$ cat config.mk
export PLATFORM = sky130hd
export DESIGN_NAME = subtitle_bitmap_to_palette_blit_top
export DESIGN_NICKNAME = d
export VERILOG_FILES = /design/src/rtl/sbp_pkg.sv /design/src/rtl/sbp_front.sv /design/src/rtl/sbp_addr.sv /design/src/rtl/subtitle_bitmap_to_palette_blit_top.sv
export SDC_FILE = /design/constraint.sdc
export NUM_CORES = 1
export LEC_CHECK = 0
export ABC_AREA = 1
export CAP_MARGIN = 20
export CORE_UTILIZATION = 40
export DETAILED_ROUTE_END_ITERATION = 6
export DONT_BUFFER_PORTS = 1
export GPL_ROUTABILITY_DRIVEN = 0
export PLACE_DENSITY_LB_ADDON = 0.08
export SLEW_MARGIN = 0
export SYNTH_ARGS = -nofsm -noshare
export SYNTH_HDL_FRONTEND = slang
export SYNTH_SLANG_ARGS = --single-unit
$ cat constraint.sdc
create_clock -name clk -period 19.18 [get_ports clk]
set_input_delay 0.959 -clock clk [delete_from_list [all_inputs] [get_ports clk]]
set_output_delay 0.959 -clock clk [all_outputs]
set_load 0.01 [all_outputs]
$ cat src/rtl/sbp_pkg.sv
`timescale 1ns / 1ps
`default_nettype none

package sbp_pkg;

  localparam int ADDR_W      = 22;
  localparam int PIX_W       = 8;
  localparam int DIM_REG_W   = 12;
  localparam int CODE_REG_W  = 16;
  localparam int CFG_INDEX_W = 3;
  localparam int CFG_DATA_W  = 16;

  // Palette entries used by the overlay start at this index.
  localparam logic [PIX_W-1:0] PALETTE_BASE = 8'hD0;
  // In PGS pictures this pixel value is the transparent one.
  localparam logic [PIX_W-1:0] PGS_CLEAR_PIXEL = 8'd16;
  localparam logic [PIX_W-1:0] TRANSPARENT = 8'd0;

  typedef enum logic [CFG_INDEX_W-1:0] {
    REG_PICTURE_WIDTH   = 3'd0,
    REG_PICTURE_HEIGHT  = 3'd1,
    REG_BUFFER_WIDTH    = 3'd2,
    REG_BUFFER_HEIGHT   = 3'd3,
    REG_CONVERSION_MODE = 3'd4,
    REG_PLACE_TOP       = 3'd5,
    REG_CONTRAST_CODES  = 3'd6,
    REG_COLOR_CODES     = 3'd7
  } reg_index_t;

  // The last code is not a conversion; pixels still move the raster position.
  typedef enum logic [1:0] {
    MODE_COLOR  = 2'd0,
    MODE_RAW    = 2'd1,
    MODE_PGS    = 2'd2,
    MODE_UNUSED = 2'd3
  } mode_t;

  typedef struct packed {
    logic [DIM_REG_W-1:0]  picture_width;
    logic [DIM_REG_W-1:0]  picture_height;
    logic [DIM_REG_W-1:0]  buffer_width;
    logic [DIM_REG_W-1:0]  buffer_height;
    logic [1:0]            conversion_mode;
    logic                  place_top;
    logic [CODE_REG_W-1:0] contrast_codes;
    logic [CODE_REG_W-1:0] color_codes;
  } cfg_t;

endpackage

`default_nettype wire

$ cat src/rtl/sbp_front.sv
`timescale 1ns / 1ps
`default_nettype none

// Raster position tracking, crop test and palette mapping. Holds one
// visible pixel in its output register until the address stage takes it.
module sbp_front #(
  parameter int MAX_DIMENSION = 2048
) (
  input  wire logic                       clk,
  input  wire logic                       rst,
  input  wire sbp_pkg::cfg_t              cfg,
  input  wire logic                       pixel_valid,
  output logic                            pixel_stall,
  input  wire logic [sbp_pkg::PIX_W-1:0]  pixel_value,
  input  wire logic                       picture_start,
  input  wire logic                       next_ready,
  output logic                            stage_valid,
  output logic [sbp_pkg::PIX_W-1:0]       stage_value,
  output logic                            stage_last,
  output logic [$clog2(MAX_DIMENSION+1)-1:0] stage_row,
  output logic [$clog2(MAX_DIMENSION+1)-1:0] stage_col,
  output logic [$clog2(MAX_DIMENSION+1)-1:0] buffer_width_eff
);

  localparam int DW = $clog2(MAX_DIMENSION + 1);

  function automatic logic [DW-1:0] clamp_dim(input logic [sbp_pkg::DIM_REG_W-1:0] v);
    clamp_dim = (32'(v) > 32'(MAX_DIMENSION)) ? DW'(MAX_DIMENSION) : DW'(v);
  endfunction

  logic [DW-1:0] column_count;
  logic [DW-1:0] row_count;
  logic [DW-1:0] column_count_next;
  logic [DW-1:0] row_count_next;

  logic [DW-1:0] pw, ph, bw, bh, vw, vh;
  logic [DW-1:0] col, row, col_inc, first_row, h_offset;
  logic [DW-1:0] row_index, col_addr;
  logic          active, visible, mode_ok, emit, accept, last;
  logic [1:0]    code;
  logic [3:0]    contrast, color;
  logic [sbp_pkg::PIX_W-1:0] value, shifted;

  always_comb begin
    pw = clamp_dim(cfg.picture_width);
    ph = clamp_dim(cfg.picture_height);
    bw = clamp_dim(cfg.buffer_width);
    bh = clamp_dim(cfg.buffer_height);
    vw = (pw < bw) ? pw : bw;
    vh = (ph < bh) ? ph : bh;

    // A new picture restarts the raster position on its first pixel.
    col = picture_start ? '0 : column_count;
    row = picture_start ? '0 : row_count;

    active  = (pw != '0) && (row < ph);
    visible = active && (row < vh) && (col < vw);

    col_inc = col + DW'(1);
    column_count_next = col;
    row_count_next    = row;
    if (active) begin
      if (col_inc >= pw) begin
        column_count_next = '0;
        row_count_next    = row + DW'(1);
      end else begin
        column_count_next = col_inc;
      end
    end

    code     = pixel_value[1:0];
    contrast = cfg.contrast_codes[{code, 2'b00} +: 4];
    color    = cfg.color_codes[{code, 2'b00} +: 4];
    shifted  = pixel_value + sbp_pkg::PALETTE_BASE;

    mode_ok = 1'b1;
    value   = sbp_pkg::TRANSPARENT;
    case (cfg.conversion_mode)
      sbp_pkg::MODE_COLOR: begin
        value = (contrast == 4'd0) ? sbp_pkg::TRANSPARENT
                                   : (sbp_pkg::PALETTE_BASE | {4'd0, color});
      end
      sbp_pkg::MODE_RAW: begin
        value = (contrast == 4'd0) ? sbp_pkg::PALETTE_BASE : shifted;
      end
      sbp_pkg::MODE_PGS: begin
        value = (pixel_value == sbp_pkg::PGS_CLEAR_PIXEL) ? sbp_pkg::TRANSPARENT : shifted;
      end
      default: begin
        mode_ok = 1'b0;
      end
    endcase

    emit = visible && mode_ok;

    // Buffer row of this picture row; it stays below the buffer height.
    first_row = cfg.place_top ? '0 : (bh - vh);
    row_index = first_row + row;
    h_offset  = (bw - vw) >> 1;
    col_addr  = h_offset + col;
    last      = (row == (vh - DW'(1))) && (col == (vw - DW'(1)));
  end

  assign pixel_stall      = stage_valid && !next_ready;
  assign accept           = pixel_valid && !pixel_stall;
  assign buffer_width_eff = bw;

  always_ff @(posedge clk) begin
    if (rst) begin
      column_count <= '0;
      row_count    <= '0;
    end else if (accept) begin
      column_count <= column_count_next;
      row_count    <= row_count_next;
    end
  end

  always_ff @(posedge clk) begin
    if (rst) begin
      stage_valid <= 1'b0;
    end else if (!stage_valid || next_ready) begin
      stage_valid <= accept && emit;
    end
  end

  always_ff @(posedge clk) begin
    if (accept && emit) begin
      stage_value <= value;
      stage_last  <= last;
      stage_row   <= row_index;
      stage_col   <= col_addr;
    end
  end

endmodule

`default_nettype wire

$ cat src/rtl/sbp_addr.sv
`timescale 1ns / 1ps
`default_nettype none

// Forms the overlay byte address (buffer row times row length plus column)
// and holds the finished write in the output register.
module sbp_addr #(
  parameter int MAX_DIMENSION = 2048
) (
  input  wire logic                          clk,
  input  wire logic                          rst,
  input  wire logic                          stage_valid,
  output logic                               next_ready,
  input  wire logic [sbp_pkg::PIX_W-1:0]     stage_value,
  input  wire logic                          stage_last,
  input  wire logic [$clog2(MAX_DIMENSION+1)-1:0] stage_row,
  input  wire logic [$clog2(MAX_DIMENSION+1)-1:0] stage_col,
  input  wire logic [$clog2(MAX_DIMENSION+1)-1:0] buffer_width_eff,
  output logic                               write_valid,
  input  wire logic                          write_stall,
  output logic [sbp_pkg::ADDR_W-1:0]         write_address,
  output logic [sbp_pkg::PIX_W-1:0]          write_value,
  output logic                               last_write
);

  localparam int DW = $clog2(MAX_DIMENSION + 1);
  localparam int PW = 2 * DW;
  localparam int AW = sbp_pkg::ADDR_W;

  logic [PW-1:0] product;
  logic [AW-1:0] address;

  always_comb begin
    product = PW'(stage_row) * PW'(buffer_width_eff);
    // The address wraps at the width of the write port.
    address = AW'(product) + AW'(stage_col);
  end

  assign next_ready = !write_valid || !write_stall;

  always_ff @(posedge clk) begin
    if (rst) begin
      write_valid <= 1'b0;
    end else if (next_ready) begin
      write_valid <= stage_valid;
    end
  end

  always_ff @(posedge clk) begin
    if (next_ready && stage_valid) begin
      write_address <= address;
      write_value   <= stage_value;
      last_write    <= stage_last;
    end
  end

endmodule

`default_nettype wire

$ cat src/rtl/subtitle_bitmap_to_palette_blit_top.sv
// Subtitle picture to 8-bpp overlay blitter.
// The pixel channel (pixel_valid, pixel_stall, pixel_value, picture_start)
// carries one source pixel per transfer in raster order; picture_start is set
// on the first pixel of each picture and restarts the row and column count.
// For every pixel that lands inside the cropped, horizontally centered and
// top- or bottom-aligned window, the write channel (write_valid, write_stall,
// write_address, write_value, last_write) presents one byte write into the
// overlay buffer. Cropped pixels, pixels past the picture's end and pixels in
// unused mode produce no transfer. last_write marks the final visible pixel.
// Throughput is one pixel per clock while write_stall is low. A transferred
// pixel passes the register after the crop and palette mapping, then the one
// after the address multiply, before the write port presents its write.
// When the receiver asserts write_stall, the held write stays unchanged and
// the mapping register keeps one more pixel; pixel_stall rises only once both
// registers are full, so the sender is held back in that same cycle.
// Reset (synchronous, active high) empties both registers, clears the raster
// position and loads the register defaults: all dimensions 1, color mode,
// bottom alignment, all contrast and color codes zero. The user must write
// registers through config_write, config_index and config_data only while no
// write is pending; the block itself does not enforce this.
`timescale 1ns / 1ps
`default_nettype none

module subtitle_bitmap_to_palette_blit_top #(
  parameter int MAX_DIMENSION = 2048
) (
  input  wire logic                             clk,
  input  wire logic                             rst,
  input  wire logic                             config_write,
  input  wire logic [sbp_pkg::CFG_INDEX_W-1:0]  config_index,
  input  wire logic [sbp_pkg::CFG_DATA_W-1:0]   config_data,
  input  wire logic                             pixel_valid,
  output logic                                  pixel_stall,
  input  wire logic [sbp_pkg::PIX_W-1:0]        pixel_value,
  input  wire logic                             picture_start,
  output logic                                  write_valid,
  input  wire logic                             write_stall,
  output logic [sbp_pkg::ADDR_W-1:0]            write_address,
  output logic [sbp_pkg::PIX_W-1:0]             write_value,
  output logic                                  last_write
);

  localparam int DW = $clog2(MAX_DIMENSION + 1);

  sbp_pkg::cfg_t cfg;

  logic          stage_valid;
  logic          next_ready;
  logic [sbp_pkg::PIX_W-1:0] stage_value;
  logic          stage_last;
  logic [DW-1:0] stage_row;
  logic [DW-1:0] stage_col;
  logic [DW-1:0] buffer_width_eff;

  // Register file. Values keep the width of their register; the upper
  // data bits of narrower registers are dropped.
  always_ff @(posedge clk) begin
    if (rst) begin
      cfg.picture_width   <= sbp_pkg::DIM_REG_W'(1);
      cfg.picture_height  <= sbp_pkg::DIM_REG_W'(1);
      cfg.buffer_width    <= sbp_pkg::DIM_REG_W'(1);
      cfg.buffer_height   <= sbp_pkg::DIM_REG_W'(1);
      cfg.conversion_mode <= sbp_pkg::MODE_COLOR;
      cfg.place_top       <= 1'b0;
      cfg.contrast_codes  <= '0;
      cfg.color_codes     <= '0;
    end else if (config_write) begin
      case (sbp_pkg::reg_index_t'(config_index))
        sbp_pkg::REG_PICTURE_WIDTH:   cfg.picture_width   <= config_data[11:0];
        sbp_pkg::REG_PICTURE_HEIGHT:  cfg.picture_height  <= config_data[11:0];
        sbp_pkg::REG_BUFFER_WIDTH:    cfg.buffer_width    <= config_data[11:0];
        sbp_pkg::REG_BUFFER_HEIGHT:   cfg.buffer_height   <= config_data[11:0];
        sbp_pkg::REG_CONVERSION_MODE: cfg.conversion_mode <= config_data[1:0];
        sbp_pkg::REG_PLACE_TOP:       cfg.place_top       <= config_data[0];
        sbp_pkg::REG_CONTRAST_CODES:  cfg.contrast_codes  <= config_data;
        sbp_pkg::REG_COLOR_CODES:     cfg.color_codes     <= config_data;
        default: begin
        end
      endcase
    end
  end

  // Raster position, crop window and palette mapping.
  sbp_front #(
    .MAX_DIMENSION(MAX_DIMENSION)
  ) u_front (
    .clk              (clk),
    .rst              (rst),
    .cfg              (cfg),
    .pixel_valid      (pixel_valid),
    .pixel_stall      (pixel_stall),
    .pixel_value      (pixel_value),
    .picture_start    (picture_start),
    .next_ready       (next_ready),
    .stage_valid      (stage_valid),
    .stage_value      (stage_value),
    .stage_last       (stage_last),
    .stage_row        (stage_row),
    .stage_col        (stage_col),
    .buffer_width_eff (buffer_width_eff)
  );

  // Address multiply and output register.
  sbp_addr #(
    .MAX_DIMENSION(MAX_DIMENSION)
  ) u_addr (
    .clk              (clk),
    .rst              (rst),
    .stage_valid      (stage_valid),
    .next_ready       (next_ready),
    .stage_value      (stage_value),
    .stage_last       (stage_last),
    .stage_row        (stage_row),
    .stage_col        (stage_col),
    .buffer_width_eff (buffer_width_eff),
    .write_valid      (write_valid),
    .write_stall      (write_stall),
    .write_address    (write_address),
    .write_value      (write_value),
    .last_write       (last_write)
  );

endmodule

`default_nettype wire

# ---- After elaboration in Yosys (flattened, before gate mapping)
# Cells that the tools add are included.
dict set report classes {
  n_mux 18
  n_lt_le_gt_ge 10
  shifts 2
  reduce_logical 29
  n_addsub 10
  n_eq_ne 12
  n_mul 1
}
# op n
set ops {}
lappend ops {{12-bit 2-to-1 mux} 13}
lappend ops {{12-bit < comparator} 5}
lappend ops {{12-bit greater-than comparator (second input constant)} 4}
lappend ops {{16-bit by 5-bit indexed part select with 4-bit output} 2}
lappend ops {{12-bit by 1-bit adder with 12-bit output (second input constant)} 2}
lappend ops {{12-bit == test} 2}
lappend ops {{8-bit 2-to-1 mux} 3}
lappend ops {{8-bit one-hot mux with 3 select lines} 1}
lappend ops {{12-bit by 1-bit subtractor with 12-bit output (second input constant)} 2}
lappend ops {{12-bit subtractor} 2}
lappend ops {{22-bit by 12-bit adder with 22-bit output} 1}
lappend ops {{12-bit by 12-bit multiplier with 22-bit output} 1}
lappend ops {{2-bit AND reduction} 8}
lappend ops {{11-bit by 12-bit adder with 12-bit output} 1}
lappend ops {{12-bit adder} 1}
lappend ops {{3-bit == test (second input constant)} 4}
lappend ops {{12-bit >= comparator} 1}
lappend ops {{12-bit nonzero test} 1}
lappend ops {{1-bit logical AND} 9}
lappend ops {{8-bit adder (second input constant)} 1}
lappend ops {{8-bit by 5-bit == test with 1-bit output (second input constant)} 1}
lappend ops {{3-bit by 2-bit == test with 1-bit output (second input constant)} 2}
lappend ops {{1-bit logical NOT} 5}
lappend ops {{4-bit logical NOT} 1}
lappend ops {{other kinds (8)} 9}
dict set report totals {
  in_bits 33
  ff_bits 173
  elab_cells 101
}

# ---- Logic depth before layout (Yosys ltp)
dict set report logic_depth {
  ltp_word 9
  mapped_depth 43
}

# ---- Hierarchy
# Synthesis repeated with hierarchy kept, for this count alone.
dict set report unflattened {
  hier_cells 2533
  hier_area_um2 17827.1
}
# module seq_area_each_um2 cells_per_inst area_each_um2 n_inst
set modules_own_cells {}
lappend modules_own_cells {sbp_front 1491.4 1243 8171.6 1}
lappend modules_own_cells {sbp_addr 950.9 807 6371.1 1}
lappend modules_own_cells {subtitle_bitmap_to_palette_blit_top 1661.6 483 3284.4 1}

# ---- Least setup slack after synthesis
# Ideal clock, no wire load.
dict set report synth_timing {
  kind {register -> register}
  start {register cfg[57] (netlist name)}
  end {register u_front.stage_col[0] (enable)}
  t_required_ps 18713
  t_arrival_ps 5930
  path_stages_with_launch 27
  path_slack_ps 12783
  cell_sequence {dfxtp_1 nor2_1 nand3_1 nor2_1 a31oi_1 nor2_2 clkinv_1 ha_1 nand2_1 o21a_1 o221a_2 buf_1 nand2_4 buf_6 nand2_2 nand2_4 ha_1 inv_1 o21bai_1 a21o_1 a21oi_1 o21ai_0 a21oi_1 nor2_1 o211ai_1 a21oi_1 nor3_1}
}
dict set report synth_between {
  elab_chain_cells 8
}
# item line
set synth_lines {}
lappend synth_lines {{12-bit greater-than comparator} sbp_front.sv:28} ;# clamp_dim = (32'(v) > 32'(MAX_DIMENSION)) ? DW'(MAX_DIMENSION) : DW'(v);
lappend synth_lines {{12-bit 2-to-1 mux (*)} sbp_front.sv:28}
lappend synth_lines {{12-bit < comparator} sbp_front.sv:49} ;# vw = (pw < bw) ? pw : bw;
lappend synth_lines {{12-bit 2-to-1 mux (*)} sbp_front.sv:49}
lappend synth_lines {{12-bit < comparator (*)} sbp_front.sv:57} ;# visible = active && (row < vh) && (col < vw);
lappend synth_lines {{1-bit logical AND (*)} sbp_front.sv:57}
lappend synth_lines {{1-bit logical AND (*)} sbp_front.sv:94} ;# emit = visible && mode_ok;
lappend synth_lines {{1-bit logical AND (*)} sbp_front.sv:127} ;# if (accept && emit) begin
lappend synth_lines {{end signal, assigned} sbp_front.sv:131} ;# stage_col <= col_addr;
lappend synth_lines {{end, declared} sbp_front.sv:21} ;# output logic [$clog2(MAX_DIMENSION+1)-1:0] stage_col,
# Mark *: on every way between the ends. The rest lies on a longest branch, timed or not.
# A chain may end at the register's enable or synchronous reset.

# ---- Final worst setup path
dict set report layout_timing {
  start {register cfg[58] (netlist name)}
  end {register u_addr.write_address[21] (netlist bit), data pin}
}
dict set report layout_between {
  elab_chain_cells 4
}
# item line
set layout_lines {}
lappend layout_lines {{12-bit greater-than comparator} sbp_front.sv:28}
lappend layout_lines {{12-bit 2-to-1 mux (*)} sbp_front.sv:28}
lappend layout_lines {{12-bit by 12-bit multiplier with 22-bit output (*)} sbp_addr.sv:33} ;# product = PW'(stage_row) * PW'(buffer_width_eff);
lappend layout_lines {{22-bit by 12-bit adder with 22-bit output (*)} sbp_addr.sv:35} ;# address = AW'(product) + AW'(stage_col);
lappend layout_lines {{net u_addr.address[21]} sbp_addr.sv:30} ;# logic [AW-1:0] address;
lappend layout_lines {{end signal, assigned} sbp_addr.sv:50} ;# write_address <= address;
lappend layout_lines {{end, declared} sbp_addr.sv:20} ;# output logic [sbp_pkg::ADDR_W-1:0] write_address,
# Mark *: on every way through the listed nets, which the timed path passes. The rest lies on a longest branch.

==> results.ini <==
[grt]
grt_use_met2_pct = 40.19
grt_use_total_pct = 23.23
antenna_found_initial = 1
grt_overflow_total = 0
grt_util_met1_pct = 29.27
grt_use_met3_pct = 3.268
top_usage_layer = met2
grt_pass1_vias = 13560
grt_pass1_wl_um = 73840
grt_max_degree = 88

[cells_and_area]
layout_commonest_cell = inv_1
area.growth.synth_to_final_pct = 7.027
final_cell_mix = inv_1 (387), nand2_1 (350), nor2_1 (315)
diodes = 0
drive_above_1_share_pct = 4.780
fillers = 4142
nNetsFinal = 2466

[floorplanning]
initial_core_util_pct = 40.90
ios = 66
die_w_um = 204.5
num_rows = 73
core_region_area_um2 = 40100
dieArea_um2 = 41810
die_y_um = 204.5

[route]
dr.pass1.iters = 5
wl_per_cell_um = 17.23
drc = 0
wl_um = 46170
viasPerCell = 5.082
drtIter0Drc = 823
num_vias = 13620
antenna_left = 0

[worst_setup_path]
start_kind = flop
required_ns = 19.39
reg2reg_to = u_addr.write_address[21]$_DFFE_PP_
slowest_delay_ns = 0.68
r2r_start = cfg[58]$_SDFFE_PP0P_
cp_data_arrival_time_ns = 7.32
path_max_fanout = 14
criticalPathCategory = reg2reg
crit_top_cell = inv_1
worstSetupEndpointType = flop
r2r_setup_slack_ns = 12.07
cp_slowest_cell = dfxtp_1
r2r_cells = 29

[placed_design]
post-dp-hpwl_um = 37160
port_buffers = 0

[timing]
timing.final.crit_share_pct = 37.05
fin_crit_ns = 7.106
slew_violations = 0
fmax_mhz = 140.7
setup_viol = 0
fin_tns_setup_ns = 0
worst_slew_pin_slew_ns = 1.052
hold_viol = 0
max_slew_margin_pct = 29.00
rsz0062_at_grt = no
worst_clock_skew_ns = 0.01451

[logic_synthesis]
ys_warn_count = 0
syn_area_um2 = 16400
synth_seq_area_share_pct = 25.02
syn-num-nets = 2487
synthFlopType = dfxtp_1
synth_top_area_share_pct = 13.92
ys_top_cells_by_area = fa_1 (14%), ha_1 (14%), dfxtp_1 (13%), edfxtp_1 (12%), inv_1 (8.9%)
synth_edf_count = 64
async_flop_share_pct = 0
avgSynthCellArea_um2 = 7.582
synth_seq_cells = 173
synth_cells = 2163
ys_types = 52
synth_top_cell_by_area = fa_1

[clock_tree]
cts.sinks = 173
post_cts_buffers = 0
clk_pin_slew_ns = 0.08
cts_buffers = 17
hold_buffers = 0
h-tree-depth = 4
cts.repair.resized = 0
cts_tree = done
clock_latency_ns = 0.47
cts_buffer_depth = 2
clock-root-buffer = clkbuf_16

[status]
outcome = completed

[power]
p_total_w = 0.001897
powerDensity_nw_per_um2 = 108.1
leakage_nw = 8.701
peakVddDrop_v = 0.00007305

[worst_hold_path]
hold_end = u_addr.last_write$_DFFE_PP_
hp-class = reg2reg
worstHoldStart = u_front.stage_last$_DFFE_PP_
holdPathStages = 0

[run]
drv_cap = 0

==> through the flow <==
step / hold slack (ns) / setup WS (ns) / cell area [um^2] / util (%) / std cells
finish: 0.4217 / 12.07 / 17550 / 43.77 / 2680
global route: 0.4293 / 11.54 / 17550 / 43.77 / 2680
CTS: 0.4254 / 12.06 / 17540 / 43.75 / 2679
detailed placement: 0.4064 / 12.07 / 16920 / 42.21 / 2647
global placement: 0.4071 / 12.22 / 16920 / 42.21 / 2647
floorplan: 0.4003 / 12.78 / 16400 / - / 2163
==> sequential cells by signal, summed over array words and instances, names as in the netlist, 8 cells and up <==
register / flops
cfg: 83
u_addr.write_address: 22
u_front.stage_value: 8
u_front.row_count: 12
u_front.stage_col: 12
u_front.stage_row: 12
u_addr.write_value: 8
u_front.column_count: 12
==> power by group <==
| part | internal, W | switching (W) |
|---|---|---|
| clock network | 0.000189 | 0.000176 |
| registers | 0.000488 | 0.0000663 |
| logic | 0.000361 | 0.000616 |
==> Yosys cell counts, types with 3 or more instances <==
library cell  number
a21oi_1          137
nand4_1           16
o22ai_1            7
nor2_2             4
o21bai_1           9
clkbuf_1          37
nand2_1          350
o21a_1             5
nand2_2           20
nor2_4             4
a211oi_1           3
xor2_1            53
nor3_1            25
o21ai_0          137
nand3_1           67
inv_2              5
o211ai_1           8
a31oi_1            5
buf_1              6
a21o_1             5
nand3b_1           4
nor2_1           315
nand2_4            6
a221oi_1           9
dfxtp_1          109
xnor2_1           24
clkinv_1          10
ha_1             177
inv_1            387
edfxtp_1          64
fa_1             114
o21ai_2           13
==> worst max-delay path: cells and delay by family (launching register included) <==
| family | cells | cell delay [ns] |
|---|---|---|
| buf+inv | 7 | 0.80 |
| fa+ha+maj | 6 | 2.80 |
| flops | 1 | 0.68 |
| xor+xnor | 1 | 0.15 |
| simple gates | 8 | 1.02 |
| compound gates | 7 | 1.39 |
==> worst max-delay path by stage <==
stage / start / end / slack (ns)
6_report: cfg[58]$_SDFFE_PP0P_ / u_addr.write_address[21]$_DFFE_PP_ / 12.07
5_1_grt: cfg[58]$_SDFFE_PP0P_ / u_addr.write_address[21]$_DFFE_PP_ / 11.54
4_1_cts: cfg[58]$_SDFFE_PP0P_ / u_addr.write_address[21]$_DFFE_PP_ / 12.06
3_5_place_dp: cfg[58]$_SDFFE_PP0P_ / u_addr.write_address[21]$_DFFE_PP_ / 12.07
3_3_place_gp: cfg[58]$_SDFFE_PP0P_ / u_addr.write_address[21]$_DFFE_PP_ / 12.22
2_1_floorplan: cfg[57]$_SDFFE_PP0P_ / u_front.stage_col[0]$_DFFE_PP_ / 12.78
==> routing by layer <==
metal	share of wire, %	vias up
met5	0	-
met4	2.8	0
met3	3.3	64
met2	49	255
met1	45	6459
li1	-	6841
==> final cells by class <==
class                      count  area [um^2]  area share [%]
clock buffer                  19        475.5           2.709
inverter                     402         1509           8.597
timing repair buffer           9        71.32          0.4063
tap                          525        656.9           3.743
clock inverter                13        141.4          0.8055
sequential                   173         4104           23.38
multi-input combinational   1539        10590           60.36
==> cell families after synthesis <==
group           share of synthesized area, %
compound gates                         12.12
buf+inv                                10.48
flops                                  25.02
simple gates                           20.85
xor+xnor                               4.112
fa+ha+maj                              27.42
Note: power is estimated with default switching activity, not from simulation.
